[config.mk]
export PLATFORM = sky130hd
export DESIGN_NAME = point_cloud_box_centroid_core
export DESIGN_NICKNAME = d
export VERILOG_FILES = /design/src/rtl/core/pcbc_pkg.sv /design/src/rtl/core/point_cloud_box_centroid_core.sv /design/src/rtl/core/pcbc_front.sv /design/src/rtl/core/pcbc_fifo.sv /design/src/rtl/core/pcbc_div.sv
export SDC_FILE = /design/constraint.sdc
export NUM_CORES = 1
export LEC_CHECK = 0
export BUFFER_PORTS_ARGS = -buffer_cell sky130_fd_sc_hd__buf_2
export CORE_MARGIN = 2
export CORE_UTILIZATION = 39
export DETAILED_ROUTE_END_ITERATION = 8
export SLEW_MARGIN = 15
export SYNTH_ARGS = -nofsm -noshare
export SYNTH_HDL_FRONTEND = slang
export SYNTH_HIERARCHICAL = 1
export SYNTH_SLANG_ARGS = --single-unit
[constraint.sdc]
create_clock -name clk_i -period 13.9 [get_ports clk_i]
set_input_delay 0 -clock clk_i [delete_from_list [all_inputs] [get_ports clk_i]]
set_output_delay 0 -clock clk_i [all_outputs]
set_load 0.1 [all_outputs]
[src/rtl/core/pcbc_pkg.sv]
// ----------------------------------------------------------------------------
// Point cloud box centroid package
// Shared widths, register indexes, reset values and record types.
// ----------------------------------------------------------------------------
`timescale 1ns / 1ps
`default_nettype none

package pcbc_pkg;

  localparam int unsigned COORD_W    = 16;
  localparam int unsigned SPEED_W    = 16;
  localparam int unsigned COUNT_W    = 20;
  localparam int unsigned SUM_W      = 36;
  localparam int unsigned MAG_W      = SUM_W - 1;
  localparam int unsigned STEP_W     = $clog2(MAG_W);
  localparam int unsigned CFG_IDX_W  = 3;
  localparam int unsigned CFG_DATA_W = 20;
  localparam int unsigned FIFO_DEPTH = 2;
  localparam int unsigned FIFO_PTR_W = $clog2(FIFO_DEPTH);
  localparam int unsigned FIFO_CNT_W = $clog2(FIFO_DEPTH + 1);

  localparam logic [COUNT_W-1:0] MAX_POINTS = COUNT_W'(524288);

  localparam logic [CFG_IDX_W-1:0] REG_BOX_MIN_X      = 3'd0;
  localparam logic [CFG_IDX_W-1:0] REG_BOX_MAX_X      = 3'd1;
  localparam logic [CFG_IDX_W-1:0] REG_BOX_MIN_Y      = 3'd2;
  localparam logic [CFG_IDX_W-1:0] REG_BOX_MAX_Y      = 3'd3;
  localparam logic [CFG_IDX_W-1:0] REG_HEIGHT_FLOOR   = 3'd4;
  localparam logic [CFG_IDX_W-1:0] REG_HEIGHT_CEILING = 3'd5;
  localparam logic [CFG_IDX_W-1:0] REG_COUNT_THRESH   = 3'd6;
  localparam logic [CFG_IDX_W-1:0] REG_MIN_SPEED      = 3'd7;

  localparam logic signed [COORD_W-1:0] RST_BOX_MIN_X      = 16'sd1638;
  localparam logic signed [COORD_W-1:0] RST_BOX_MAX_X      = 16'sd3891;
  localparam logic signed [COORD_W-1:0] RST_BOX_MIN_Y      = -16'sd1024;
  localparam logic signed [COORD_W-1:0] RST_BOX_MAX_Y      = 16'sd1024;
  localparam logic signed [COORD_W-1:0] RST_HEIGHT_FLOOR   = 16'sd205;
  localparam logic signed [COORD_W-1:0] RST_HEIGHT_CEILING = 16'sd4096;
  localparam logic [COUNT_W-1:0]        RST_COUNT_THRESH   = 20'd270;
  localparam logic signed [SPEED_W-1:0] RST_MIN_SPEED      = 16'sd410;

  typedef struct packed {
    logic signed [COORD_W-1:0] box_min_x;
    logic signed [COORD_W-1:0] box_max_x;
    logic signed [COORD_W-1:0] box_min_y;
    logic signed [COORD_W-1:0] box_max_y;
    logic signed [COORD_W-1:0] height_floor;
    logic signed [COORD_W-1:0] height_ceiling;
    logic [COUNT_W-1:0]        count_threshold;
    logic signed [SPEED_W-1:0] min_speed;
  } cfg_t;

  typedef struct packed {
    logic [COUNT_W-1:0]      count;
    logic signed [SUM_W-1:0] sum_x;
    logic signed [SUM_W-1:0] sum_y;
    logic                    above;
    logic                    risk;
  } rec_t;

endpackage

`default_nettype wire

[src/rtl/core/point_cloud_box_centroid_core.sv]
// ----------------------------------------------------------------------------
// Point cloud box centroid core
// Counts points inside a configured box per frame and reports the centroid.
// Points: one item per cycle; input stalls while the 2-deep frame queue is full.
// Result: zero centroid straight from idle when the count is at or below the threshold;
// otherwise a 35-step serial divider runs both axes in parallel; next frame starts after pop.
// Reset: clears sums, count, queues and restores register reset values.
// ----------------------------------------------------------------------------
`timescale 1ns / 1ps
`default_nettype none

module point_cloud_box_centroid_core (
  input  wire logic                                 clk_i,
  input  wire logic                                 rst_ni,
  input  wire logic                                 cfg_we_i,
  input  wire logic [pcbc_pkg::CFG_IDX_W-1:0]        cfg_idx_i,
  input  wire logic [pcbc_pkg::CFG_DATA_W-1:0]       cfg_data_i,
  input  wire logic                                 push,
  output logic                                      full,
  input  wire logic signed [pcbc_pkg::COORD_W-1:0]   point_x_i,
  input  wire logic signed [pcbc_pkg::COORD_W-1:0]   point_y_i,
  input  wire logic signed [pcbc_pkg::COORD_W-1:0]   point_z_i,
  input  wire logic                                 point_valid_i,
  input  wire logic                                 frame_last_i,
  input  wire logic signed [pcbc_pkg::SPEED_W-1:0]   linear_speed_i,
  output logic                                      empty,
  input  wire logic                                 pop,
  output logic                                      risk_flag_o,
  output logic signed [pcbc_pkg::COORD_W-1:0]        centroid_x_o,
  output logic signed [pcbc_pkg::COORD_W-1:0]        centroid_y_o,
  output logic [pcbc_pkg::COUNT_W-1:0]               points_in_box_o
);
  import pcbc_pkg::*;

  cfg_t cfg_q, cfg_d;
  logic accept;
  logic rec_push, rec_pop, rec_empty;
  rec_t rec_in, rec_out;

  always_comb begin
    cfg_d = cfg_q;
    if (cfg_we_i) begin
      case (cfg_idx_i)
        REG_BOX_MIN_X:      cfg_d.box_min_x       = cfg_data_i[COORD_W-1:0];
        REG_BOX_MAX_X:      cfg_d.box_max_x       = cfg_data_i[COORD_W-1:0];
        REG_BOX_MIN_Y:      cfg_d.box_min_y       = cfg_data_i[COORD_W-1:0];
        REG_BOX_MAX_Y:      cfg_d.box_max_y       = cfg_data_i[COORD_W-1:0];
        REG_HEIGHT_FLOOR:   cfg_d.height_floor    = cfg_data_i[COORD_W-1:0];
        REG_HEIGHT_CEILING: cfg_d.height_ceiling  = cfg_data_i[COORD_W-1:0];
        REG_COUNT_THRESH:   cfg_d.count_threshold = cfg_data_i[COUNT_W-1:0];
        REG_MIN_SPEED:      cfg_d.min_speed       = cfg_data_i[SPEED_W-1:0];
        default: begin
          cfg_d = cfg_q;
        end
      endcase
    end
  end

  always_ff @(posedge clk_i or negedge rst_ni) begin
    if (!rst_ni) begin
      cfg_q.box_min_x       <= RST_BOX_MIN_X;
      cfg_q.box_max_x       <= RST_BOX_MAX_X;
      cfg_q.box_min_y       <= RST_BOX_MIN_Y;
      cfg_q.box_max_y       <= RST_BOX_MAX_Y;
      cfg_q.height_floor    <= RST_HEIGHT_FLOOR;
      cfg_q.height_ceiling  <= RST_HEIGHT_CEILING;
      cfg_q.count_threshold <= RST_COUNT_THRESH;
      cfg_q.min_speed       <= RST_MIN_SPEED;
    end else begin
      cfg_q <= cfg_d;
    end
  end

  logic rec_full;

  assign full   = rec_full;
  assign accept = push && !rec_full;

  pcbc_front u_front (
    .clk_i          (clk_i),
    .rst_ni         (rst_ni),
    .cfg_i          (cfg_q),
    .accept_i       (accept),
    .point_x_i      (point_x_i),
    .point_y_i      (point_y_i),
    .point_z_i      (point_z_i),
    .point_valid_i  (point_valid_i),
    .frame_last_i   (frame_last_i),
    .linear_speed_i (linear_speed_i),
    .rec_push_o     (rec_push),
    .rec_o          (rec_in)
  );

  pcbc_fifo u_fifo (
    .clk_i   (clk_i),
    .rst_ni  (rst_ni),
    .push_i  (rec_push),
    .data_i  (rec_in),
    .pop_i   (rec_pop),
    .full_o  (rec_full),
    .empty_o (rec_empty),
    .data_o  (rec_out)
  );

  pcbc_div u_div (
    .clk_i            (clk_i),
    .rst_ni           (rst_ni),
    .rec_empty_i      (rec_empty),
    .rec_i            (rec_out),
    .rec_pop_o        (rec_pop),
    .pop_i            (pop),
    .empty_o          (empty),
    .risk_flag_o      (risk_flag_o),
    .centroid_x_o     (centroid_x_o),
    .centroid_y_o     (centroid_y_o),
    .points_in_box_o  (points_in_box_o)
  );

endmodule

`default_nettype wire

[src/rtl/core/pcbc_front.sv]
// ----------------------------------------------------------------------------
// Point cloud box centroid front end
// Box test, saturating count and coordinate sums; emits one record per frame.
// ----------------------------------------------------------------------------
`timescale 1ns / 1ps
`default_nettype none

module pcbc_front (
  input  wire logic                               clk_i,
  input  wire logic                               rst_ni,
  input  wire pcbc_pkg::cfg_t                     cfg_i,
  input  wire logic                               accept_i,
  input  wire logic signed [pcbc_pkg::COORD_W-1:0] point_x_i,
  input  wire logic signed [pcbc_pkg::COORD_W-1:0] point_y_i,
  input  wire logic signed [pcbc_pkg::COORD_W-1:0] point_z_i,
  input  wire logic                               point_valid_i,
  input  wire logic                               frame_last_i,
  input  wire logic signed [pcbc_pkg::SPEED_W-1:0] linear_speed_i,
  output logic                                    rec_push_o,
  output pcbc_pkg::rec_t                          rec_o
);
  import pcbc_pkg::*;

  logic [COUNT_W-1:0]      count_q, count_d, count_n;
  logic signed [SUM_W-1:0] sum_x_q, sum_x_d, sum_x_n;
  logic signed [SUM_W-1:0] sum_y_q, sum_y_d, sum_y_n;
  logic                    hit;
  logic                    above;

  always_comb begin
    hit = point_valid_i &&
          (point_x_i >= cfg_i.box_min_x) && (point_x_i <= cfg_i.box_max_x) &&
          (point_y_i >= cfg_i.box_min_y) && (point_y_i <= cfg_i.box_max_y) &&
          (point_z_i >= cfg_i.height_floor) && (point_z_i < cfg_i.height_ceiling) &&
          (count_q < MAX_POINTS);
    count_n = count_q;
    sum_x_n = sum_x_q;
    sum_y_n = sum_y_q;
    if (hit) begin
      count_n = count_q + COUNT_W'(1);
      sum_x_n = sum_x_q + SUM_W'(point_x_i);
      sum_y_n = sum_y_q + SUM_W'(point_y_i);
    end
    above = count_n > cfg_i.count_threshold;

    rec_push_o     = accept_i && frame_last_i;
    rec_o.count    = count_n;
    rec_o.sum_x    = sum_x_n;
    rec_o.sum_y    = sum_y_n;
    rec_o.above    = above;
    rec_o.risk     = above && (linear_speed_i >= cfg_i.min_speed);

    count_d = count_q;
    sum_x_d = sum_x_q;
    sum_y_d = sum_y_q;
    if (accept_i) begin
      if (frame_last_i) begin
        count_d = '0;
        sum_x_d = '0;
        sum_y_d = '0;
      end else begin
        count_d = count_n;
        sum_x_d = sum_x_n;
        sum_y_d = sum_y_n;
      end
    end
  end

  always_ff @(posedge clk_i or negedge rst_ni) begin
    if (!rst_ni) begin
      count_q <= '0;
      sum_x_q <= '0;
      sum_y_q <= '0;
    end else begin
      count_q <= count_d;
      sum_x_q <= sum_x_d;
      sum_y_q <= sum_y_d;
    end
  end

endmodule

`default_nettype wire

[src/rtl/core/pcbc_fifo.sv]
// ----------------------------------------------------------------------------
// Point cloud box centroid frame queue
// Short queue of frame records between the front end and the divider.
// ----------------------------------------------------------------------------
`timescale 1ns / 1ps
`default_nettype none

module pcbc_fifo (
  input  wire logic           clk_i,
  input  wire logic           rst_ni,
  input  wire logic           push_i,
  input  wire pcbc_pkg::rec_t data_i,
  input  wire logic           pop_i,
  output logic                full_o,
  output logic                empty_o,
  output pcbc_pkg::rec_t      data_o
);
  import pcbc_pkg::*;

  rec_t                  mem_q [FIFO_DEPTH];
  logic [FIFO_PTR_W-1:0] wr_ptr_q, wr_ptr_d;
  logic [FIFO_PTR_W-1:0] rd_ptr_q, rd_ptr_d;
  logic [FIFO_CNT_W-1:0] cnt_q, cnt_d;
  logic                  do_push, do_pop;

  always_comb begin
    full_o  = cnt_q == FIFO_CNT_W'(FIFO_DEPTH);
    empty_o = cnt_q == '0;
    data_o  = mem_q[rd_ptr_q];
    do_push = push_i && !full_o;
    do_pop  = pop_i && !empty_o;

    wr_ptr_d = wr_ptr_q;
    rd_ptr_d = rd_ptr_q;
    cnt_d    = cnt_q;
    if (do_push) begin
      wr_ptr_d = (wr_ptr_q == FIFO_PTR_W'(FIFO_DEPTH - 1)) ? '0 : wr_ptr_q + FIFO_PTR_W'(1);
    end
    if (do_pop) begin
      rd_ptr_d = (rd_ptr_q == FIFO_PTR_W'(FIFO_DEPTH - 1)) ? '0 : rd_ptr_q + FIFO_PTR_W'(1);
    end
    if (do_push && !do_pop) begin
      cnt_d = cnt_q + FIFO_CNT_W'(1);
    end else if (do_pop && !do_push) begin
      cnt_d = cnt_q - FIFO_CNT_W'(1);
    end
  end

  always_ff @(posedge clk_i) begin
    if (do_push) begin
      mem_q[wr_ptr_q] <= data_i;
    end
  end

  always_ff @(posedge clk_i or negedge rst_ni) begin
    if (!rst_ni) begin
      wr_ptr_q <= '0;
      rd_ptr_q <= '0;
      cnt_q    <= '0;
    end else begin
      wr_ptr_q <= wr_ptr_d;
      rd_ptr_q <= rd_ptr_d;
      cnt_q    <= cnt_d;
    end
  end

endmodule

`default_nettype wire

[src/rtl/core/pcbc_div.sv]
// ----------------------------------------------------------------------------
// Point cloud box centroid back end
// Bit-serial signed division of both sums by the count; holds the result item.
// ----------------------------------------------------------------------------
`timescale 1ns / 1ps
`default_nettype none

module pcbc_div (
  input  wire logic                                clk_i,
  input  wire logic                                rst_ni,
  input  wire logic                                rec_empty_i,
  input  wire pcbc_pkg::rec_t                      rec_i,
  output logic                                     rec_pop_o,
  input  wire logic                                pop_i,
  output logic                                     empty_o,
  output logic                                     risk_flag_o,
  output logic signed [pcbc_pkg::COORD_W-1:0]      centroid_x_o,
  output logic signed [pcbc_pkg::COORD_W-1:0]      centroid_y_o,
  output logic [pcbc_pkg::COUNT_W-1:0]             points_in_box_o
);
  import pcbc_pkg::*;

  localparam logic ST_IDLE = 1'b0;
  localparam logic ST_DIV  = 1'b1;

  logic                st_q, st_d;
  logic [STEP_W-1:0]   step_q, step_d;
  logic [COUNT_W-1:0]  div_q, div_d;
  logic [COUNT_W-1:0]  rem_q [2];
  logic [COUNT_W-1:0]  rem_d [2];
  logic [MAG_W-1:0]    dq_q [2];
  logic [MAG_W-1:0]    dq_d [2];
  logic                neg_q [2];
  logic                neg_d [2];
  logic [COUNT_W:0]    rem_sh [2];
  logic [COUNT_W-1:0]  rem_n [2];
  logic [MAG_W-1:0]    dq_n [2];
  logic [MAG_W-1:0]    q_s [2];
  logic signed [SUM_W-1:0] sum_in [2];
  logic [SUM_W-1:0]    mag_in [2];

  logic                out_valid_q, out_valid_d;
  logic                risk_q, risk_d;
  logic [COORD_W-1:0]  cx_q, cx_d, cy_q, cy_d;
  logic [COUNT_W-1:0]  cnt_q, cnt_d;

  always_comb begin
    sum_in[0] = rec_i.sum_x;
    sum_in[1] = rec_i.sum_y;
    for (int l = 0; l < 2; l++) begin
      mag_in[l] = sum_in[l][SUM_W-1] ? SUM_W'(-sum_in[l]) : SUM_W'(sum_in[l]);
      rem_sh[l] = {rem_q[l], dq_q[l][MAG_W-1]};
      if (rem_sh[l] >= {1'b0, div_q}) begin
        rem_n[l] = COUNT_W'(rem_sh[l] - {1'b0, div_q});
        dq_n[l]  = {dq_q[l][MAG_W-2:0], 1'b1};
      end else begin
        rem_n[l] = rem_sh[l][COUNT_W-1:0];
        dq_n[l]  = {dq_q[l][MAG_W-2:0], 1'b0};
      end
      q_s[l] = neg_q[l] ? (~dq_n[l] + MAG_W'(1)) : dq_n[l];
    end

    st_d        = st_q;
    step_d      = step_q;
    div_d       = div_q;
    rem_d       = rem_q;
    dq_d        = dq_q;
    neg_d       = neg_q;
    out_valid_d = out_valid_q;
    risk_d      = risk_q;
    cx_d        = cx_q;
    cy_d        = cy_q;
    cnt_d       = cnt_q;
    rec_pop_o   = 1'b0;

    if (pop_i && out_valid_q) begin
      out_valid_d = 1'b0;
    end

    case (st_q)
      ST_IDLE: begin
        if (!rec_empty_i && !out_valid_q) begin
          rec_pop_o = 1'b1;
          risk_d    = rec_i.risk;
          cnt_d     = rec_i.count;
          div_d     = rec_i.count;
          step_d    = STEP_W'(MAG_W - 1);
          for (int l = 0; l < 2; l++) begin
            rem_d[l] = '0;
            dq_d[l]  = mag_in[l][MAG_W-1:0];
            neg_d[l] = sum_in[l][SUM_W-1];
          end
          if (rec_i.above) begin
            st_d = ST_DIV;
          end else begin
            cx_d        = '0;
            cy_d        = '0;
            out_valid_d = 1'b1;
          end
        end
      end
      ST_DIV: begin
        rem_d  = rem_n;
        dq_d   = dq_n;
        step_d = step_q - STEP_W'(1);
        if (step_q == '0) begin
          cx_d        = q_s[0][COORD_W-1:0];
          cy_d        = q_s[1][COORD_W-1:0];
          out_valid_d = 1'b1;
          st_d        = ST_IDLE;
        end
      end
      default: begin
        st_d = ST_IDLE;
      end
    endcase
  end

  always_ff @(posedge clk_i) begin
    step_q <= step_d;
    div_q  <= div_d;
    rem_q  <= rem_d;
    dq_q   <= dq_d;
    neg_q  <= neg_d;
    risk_q <= risk_d;
    cx_q   <= cx_d;
    cy_q   <= cy_d;
    cnt_q  <= cnt_d;
  end

  always_ff @(posedge clk_i or negedge rst_ni) begin
    if (!rst_ni) begin
      st_q        <= ST_IDLE;
      out_valid_q <= 1'b0;
    end else begin
      st_q        <= st_d;
      out_valid_q <= out_valid_d;
    end
  end

  assign empty_o          = !out_valid_q;
  assign risk_flag_o      = risk_q;
  assign centroid_x_o     = cx_q;
  assign centroid_y_o     = cy_q;
  assign points_in_box_o  = cnt_q;

endmodule

`default_nettype wire

== Word-level counts from Yosys, hierarchy flattened ==
Memories as Yosys holds them, arrays and structs flattened.
Index checks and enable logic that the tools add are counted.
Widths: inputs -> output; s select.
Storage, ports and cells
  RAM bits: 188
  word-level logic and storage cells: 145
  register bits after elaboration: 401
  memories kept: 1
  input bits: 94
  output and inout port bits: 55
Cells by class
  magnitude comparators: 11
  equal/unequal tests: 11
  $add $sub $neg: 14
  muxes and demuxes: 43
  reduce and logical (&&, ||, !) cells: 35
  bitwise gates (word level): 3
Memories
  u_fifo.mem_q: depth 2, width 94, rd ports 1, clocked after Yosys merged registers in 0, wr ports 1, line pcbc_fifo.sv:20  | rec_t mem_q [FIFO_DEPTH];
Operator list (count)
  $mux 36: 4
  $pmux 70 s2: 1
  $mux 16: 6
  $mux 20: 4
  $pmux 40 s2: 1
  $add 36x16->36: 2
  $mux 35: 2
  $mux 70: 1
  $neg 35->35: 2
  $ge 16x16->1: 4
  $pmux 16 s2: 2
  $ge 21x20->1: 2
  $mux 40: 1
  $sub 20x20->20: 2
  $add 16x1->16 const B: 2
  $le 16x16->1: 2
  $not 16->16: 2
  $add 20x1->20 const B: 1
  $gt 20x20->1: 1
  $lt 20x20->1 const B: 1
  $reduce_and 2->1: 9
  $logic_and 1x1->1: 16
  $lt 16x16->1: 1
  $mux 1: 15
  21 further kinds: 33

== Depth between registers and ports, before layout ==
  depth after elaboration: 11
  gate-level depth with buffers: 25
  depth with buffers taken out: 23

== By module ==
Netlist, hierarchy kept.
Modules (own cells, without submodules)
  pcbc_front: instances 1, cells an instance 1472, area each 11969.0 um^2, seq. area each 2302.2 um^2
  pcbc_div: instances 1, cells an instance 1136, area each 11225.8 um^2, seq. area each 5185.0 um^2
  pcbc_fifo: instances 1, cells an instance 312, area each 7190.6 um^2, seq. area each 5745.5 um^2
  point_cloud_box_centroid_core: instances 1, cells an instance 289, area each 5116.2 um^2, seq. area each 3348.2 um^2

== Worst setup path after synthesis ==
Ideal clock, no wire load.
  path kind: register to register
  from: register u_fifo.cnt_q[0]
  to: register u_div.cx_q[0] (netlist: u_div/centroid_x_o[0]) (enable)
  buffers on the path: 0
  clock period less this slack: 10768 ps
  required time: 13507 ps
  cell stages (with the launch flop): 4
  slack: 3132 ps
  library setup time: 393 ps
  arrival time: 10375 ps
  cells stage by stage: dfrtp_1 > nor2_1 > o21ai_0 > and3_1
Between the ends
  word-level cells in the longest chain between the ends: 5
RTL lines
  start, declared: line pcbc_fifo.sv:23  | logic [FIFO_CNT_W-1:0] cnt_q, cnt_d;
  start signal, assigned: line pcbc_fifo.sv:63  | cnt_q <= cnt_d;
  $logic_not 2->1: line pcbc_fifo.sv:28  | empty_o = cnt_q == '0;
  named net rec_empty: line point_cloud_box_centroid_core.sv:37  | logic rec_push, rec_pop, rec_empty;
  $logic_not 1->1: line pcbc_div.sv:82  | if (!rec_empty_i && !out_valid_q) begin
  $logic_and 1x1->1: line pcbc_div.sv:82
  $ne 2x1->1 (no source line)
  $reduce_and 3->1 (no source line)
  end signal, assigned: line pcbc_div.sv:126  | cx_q <= cx_d;
  end, declared: line pcbc_div.sv:44  | logic [COORD_W-1:0] cx_q, cx_d, cy_q, cy_d;
The timed path passes the listed nets, and every way through them passes these cells.
A chain may end at the register's enable or synchronous reset.

==> flow_summary.json <==
{
  "status": "finished with violations",
  "failed_checks": "negative hold slack",
  "clkTransAtPathRegs_ns": 0.05,
  "num_io_pins": 149,
  "cap_violations": 0,
  "route.vias.total": 24849,
  "cts_made_buffers": 72,
  "criticalPathCategory": "flop to flop",
  "worst-r2r-cell-count": 24,
  "area_growth_syn_to_layout_pct": 12.6,
  "final.min_clock_period_ns": 5.79,
  "drt_iter0_drc": 1663,
  "seqCellArea_um2": 16600,
  "synth.largest_area_cell": "sky130_fd_sc_hd__edfxtp_1",
  "drive_above_1_share_pct": 19.2,
  "grt_start_max_net_pins": 146,
  "powerDensity_nw_per_um2": 202,
  "worst_ep_arrival_time_ns": 6.10,
  "grt_first_pass_wirelength_um": 137000,
  "rows": 110,
  "timing.setup.tns_ns": 0,
  "hold_path.class": "primary input to asynchronous set/reset pin",
  "timing.final.setup_violations": 0,
  "power_frac_comb_pct": 42.7,
  "worst_skew_pair.late_latency_ns": 0.62,
  "place.detailed.instances": 4435,
  "h-tree-depth": 3,
  "synth-edff-count": 359,
  "worst-slew-pin-transition_ns": 1.09,
  "cts_tree": "done",
  "initial_utilization_pct": 39.4,
  "maxSlewHeadroom_pct": 27.0,
  "final_net_count": 3708,
  "r2r-start": "cfg_q[99]",
  "netlist-cell-type-count": 99,
  "skew_ns": 0.0288,
  "drt_wl_total_um": 87200,
  "synth-simple-area-share_pct": 11.1,
  "fin_ws_ns": 8.11,
  "irDropWorstVdd_v": 0.000105,
  "synth.area.mux_share_pct": 10.2,
  "synth_flop_cell": "sky130_fd_sc_hd__edfxtp_1",
  "synth_top_cell_area_share_pct": 30.4,
  "drc": 0,
  "synth-warning-count": 6,
  "buffer_ports.inserted": 148,
  "clock_sink_count": 589,
  "drt_pass1_iterations": 5,
  "required_time_at_the_endpoint_of_the_critical_path_ns": 14.21,
  "detail_route.wl_per_cell_um": 19.0,
  "per_instance_average_area_after_synthesis_um2": 11.1,
  "ctsResizeCount": 0,
  "viasPerCell": 5.40,
  "synthesis.area_um2": 35500,
  "synth_cells": 3209,
  "internal_power_uw": 4860,
  "stdcell_count": 4598,
  "share_of_the_synthesized_area_in_compound_gates_ao_oa_aoi_oai_pct": 14.3,
  "finalCritPeriodShare_pct": 41.6,
  "path_max_fanout": 23,
  "gpl.final_weighted_congestion": 0.876,
  "clock_path_buffers": 3,
  "power.leakage_uw": 0.0171,
  "footprint_of_the_multi_input_gates_um2": 17600,
  "synth_adder_area_share_pct": 9.00,
  "post_route_antenna_net_violation_count": 0,
  "net_switching_fraction_of_the_power_pct": 39.7,
  "synthTopCellsByArea": "sky130_fd_sc_hd__edfxtp_1 (30%), sky130_fd_sc_hd__dfrtp_1 (14%), sky130_fd_sc_hd__ha_1 (8.8%), sky130_fd_sc_hd__mux2_2 (6.9%), sky130_fd_sc_hd__nand2_1 (3.2%)",
  "number_of_antenna_violations_at_the_first_check_in_global_routing": 6,
  "power_frac_clock_pct": 22.8,
  "switchingPower_uw": 3200,
  "max_clock_freq_mhz": 173,
  "asyncSetResetFlopFracSynth_pct": 39.0,
  "dp_hpwl_um": 61500,
  "filler_cell_count": 8424,
  "timing.final.hold_violations": 2,
  "synth_top_family_by_area": "compound AO/OA/AOI/OAI gates",
  "rsz0062_at_grt": "no",
  "power.sequential.fraction_pct": 34.5,
  "reg2reg_setup_slack_ns": 8.11,
  "postSynthRegisterBits": 589,
  "place_area_um2": 37400,
  "crit_path_start_kind": "flop",
  "clock-root-buffer": "sky130_fd_sc_hd__clkbuf_16",
  "slew_viol_final": 0,
  "finalInstanceArea_um2": 40000,
  "syn-num-nets": 3556,
  "synth-seq-area-share_pct": 46.7,
  "globalRoute.totalOverflow": 0,
  "post_synth_xor_area_fraction_pct": 4.71,
  "cts_setup_buffers": 0,
  "crit_reg_reg_endpoint": "u_fifo/mem_q[1][0]",
  "global_route.usage.total_pct": 18.5,
  "whs_ns": -0.000375,
  "worstSetupEndpointType": "flop",
  "place_worst_setup_slack_ns": 8.14,
  "die_height_um": 306,
  "grt_pass1_vias": 23905,
  "die_area_um2": 93500,
  "core_um2": 90100,
  "dieWidth_um": 306
}
-- flip-flops by register name, summed over array words and instances (netlist names) --
signal,flops
cfg_q,132
u_div/centroid_x_o,16
u_div/centroid_y_o,16
u_div/dq_q,70
u_div/neg_q,2
u_div/out_valid_q,1
u_div/points_in_box_o,20
u_div/rem_q,40
u_div/risk_flag_o,1
u_div/st_q,1
u_div/step_q,6
u_fifo/cnt_q,2
u_fifo/mem_q,188
u_fifo/rd_ptr_q,1
u_fifo/wr_ptr_q,1
u_front/count_q,20
u_front/sum_x_q,36
u_front/sum_y_q,36
-- synthesized netlist by cell type, drive strengths merged (22+ instances only) --
cell	instances
edfxtp	359
nand2	301
mux2	281
ha	249
inv	204
o21ai	200
dfrtp	194
a21oi	150
nor2	136
xor2	105
xnor2	86
clkbuf	79
a21o	68
nand3	63
buf	47
o31ai	41
and3	38
dfstp	36
a22o	34
nor2b	33
nand4	32
nor3	30
or3	29
o21a	28
o41ai	24
a211oi	23
nand2b	23
mux2i	22
o2bb2ai	22
-- per-stage QoR --
stage          hold slack (ns)  total power [uW]  utilization, %
2_1_floorplan           -0.296              5470               -
3_3_place_gp            0.0744              6210            41.5
3_5_place_dp            0.0662              6260            41.5
4_1_cts                0.00282              8150            44.3
5_1_grt                 0.0561              8620            44.3
6_report             -0.000375              8060            44.3
-- cells by family (layout without fill, tap and decap cells) --
group,Yosys count,in the layout
compound gates,761,761
xor+xnor,191,191
fa+ha+maj,253,253
buf+inv,330,540
flops,589,589
mux,303,303
other cells,0,3
simple gates,782,782
-- power groups by stage --
stage	logic, uW	clock network, uW	registers, uW
2_1_floorplan	2290	0	3190
6_report	3440	1840	2790
4_1_cts	3460	1890	2790
3_5_place_dp	3440	0	2820
3_3_place_gp	3410	0	2810
5_1_grt	3810	1960	2850
-- repair_timing --
action                                  in CTS  in global routing
hold endpoints to repair                   224                  0
hold buffers                                28                  0
endpoints found under the setup margin       0                  0
-- layer usage --
| metal | wire length, um | global-route usage, % | vias to the layer above | share of wire [%] |
|---|---|---|---|---|
| li1 | - | - | 12215 | - |
| met3 | 3620 | 2.52 | 113 | 4.2 |
| met2 | 39100 | 29.1 | 481 | 45 |
| met4 | 1980 | 5.60 | 2 | 2.3 |
| met5 | 7 | 0 | - | 0.0080 |
| met1 | 42500 | 26.6 | 12038 | 49 |
-- worst max-delay path, stage by stage (launching register included) --
cell                        delay (ns)
sky130_fd_sc_hd__dfstp_2          0.52
sky130_fd_sc_hd__inv_1            0.04
sky130_fd_sc_hd__ha_1             0.28
sky130_fd_sc_hd__and4_1           0.22
sky130_fd_sc_hd__a21oi_1          0.19
sky130_fd_sc_hd__nand2_1          0.06
sky130_fd_sc_hd__a2111oi_0        0.50
sky130_fd_sc_hd__o21ai_0          0.23
sky130_fd_sc_hd__or4_4            0.49
sky130_fd_sc_hd__nor3_4           0.12
sky130_fd_sc_hd__buf_4            0.30
sky130_fd_sc_hd__and2_1           0.27
sky130_fd_sc_hd__nand3_1          0.14
sky130_fd_sc_hd__xnor2_1          0.26
sky130_fd_sc_hd__ha_1             0.29
sky130_fd_sc_hd__a21o_1           0.18
sky130_fd_sc_hd__a21oi_1          0.16
sky130_fd_sc_hd__nor2b_1          0.06
sky130_fd_sc_hd__o31a_1           0.27
sky130_fd_sc_hd__o21ai_0          0.16
sky130_fd_sc_hd__nand2b_1         0.07
sky130_fd_sc_hd__a21oi_1          0.14
sky130_fd_sc_hd__nor2_1           0.05
sky130_fd_sc_hd__o31a_1           0.30
sky130_fd_sc_hd__nor3b_1          0.16
-- cell usage in the layout (no fill, tap or decap), drive strengths merged, types with 68 or more instances in the layout --
master	Yosys	layout
ha	249	249
xnor2	86	86
nor2	136	136
a21o	68	68
mux2	281	281
xor2	105	105
inv	204	208
edfxtp	359	359
buf	47	176
a21oi	150	150
clkbuf	79	100
nand2	301	301
dfrtp	194	194
o21ai	200	200
-- how the worst max path moves through the flow --
stage | start | end | depth (start not counted)
final | cfg_q[99] | u_fifo/mem_q[1][0] | 24
after global routing | cfg_q[105] | u_fifo/mem_q[1][0] | 24
after CTS | cfg_q[105] | u_fifo/mem_q[1][0] | 24
after detailed placement | point_y_i[15] | u_fifo/mem_q[0][0] | 24
after global placement | cfg_q[105] | u_fifo/mem_q[0][0] | 24
after floorplan | u_fifo/cnt_q[0] | u_div/centroid_x_o[0] | 3
-- layout make-up --
type | instances | area share (%)
tap | 1176 | 3.68
clock buffer | 100 | 5.03
inverter | 204 | 1.92
clock inverter | 32 | 0.726
timing repair buffer | 204 | 3.14
sequential | 589 | 41.5
multi-input combinational | 2290 | 44.0
antenna | 3 | 0.0188
Power figures use the tool's default switching activity.
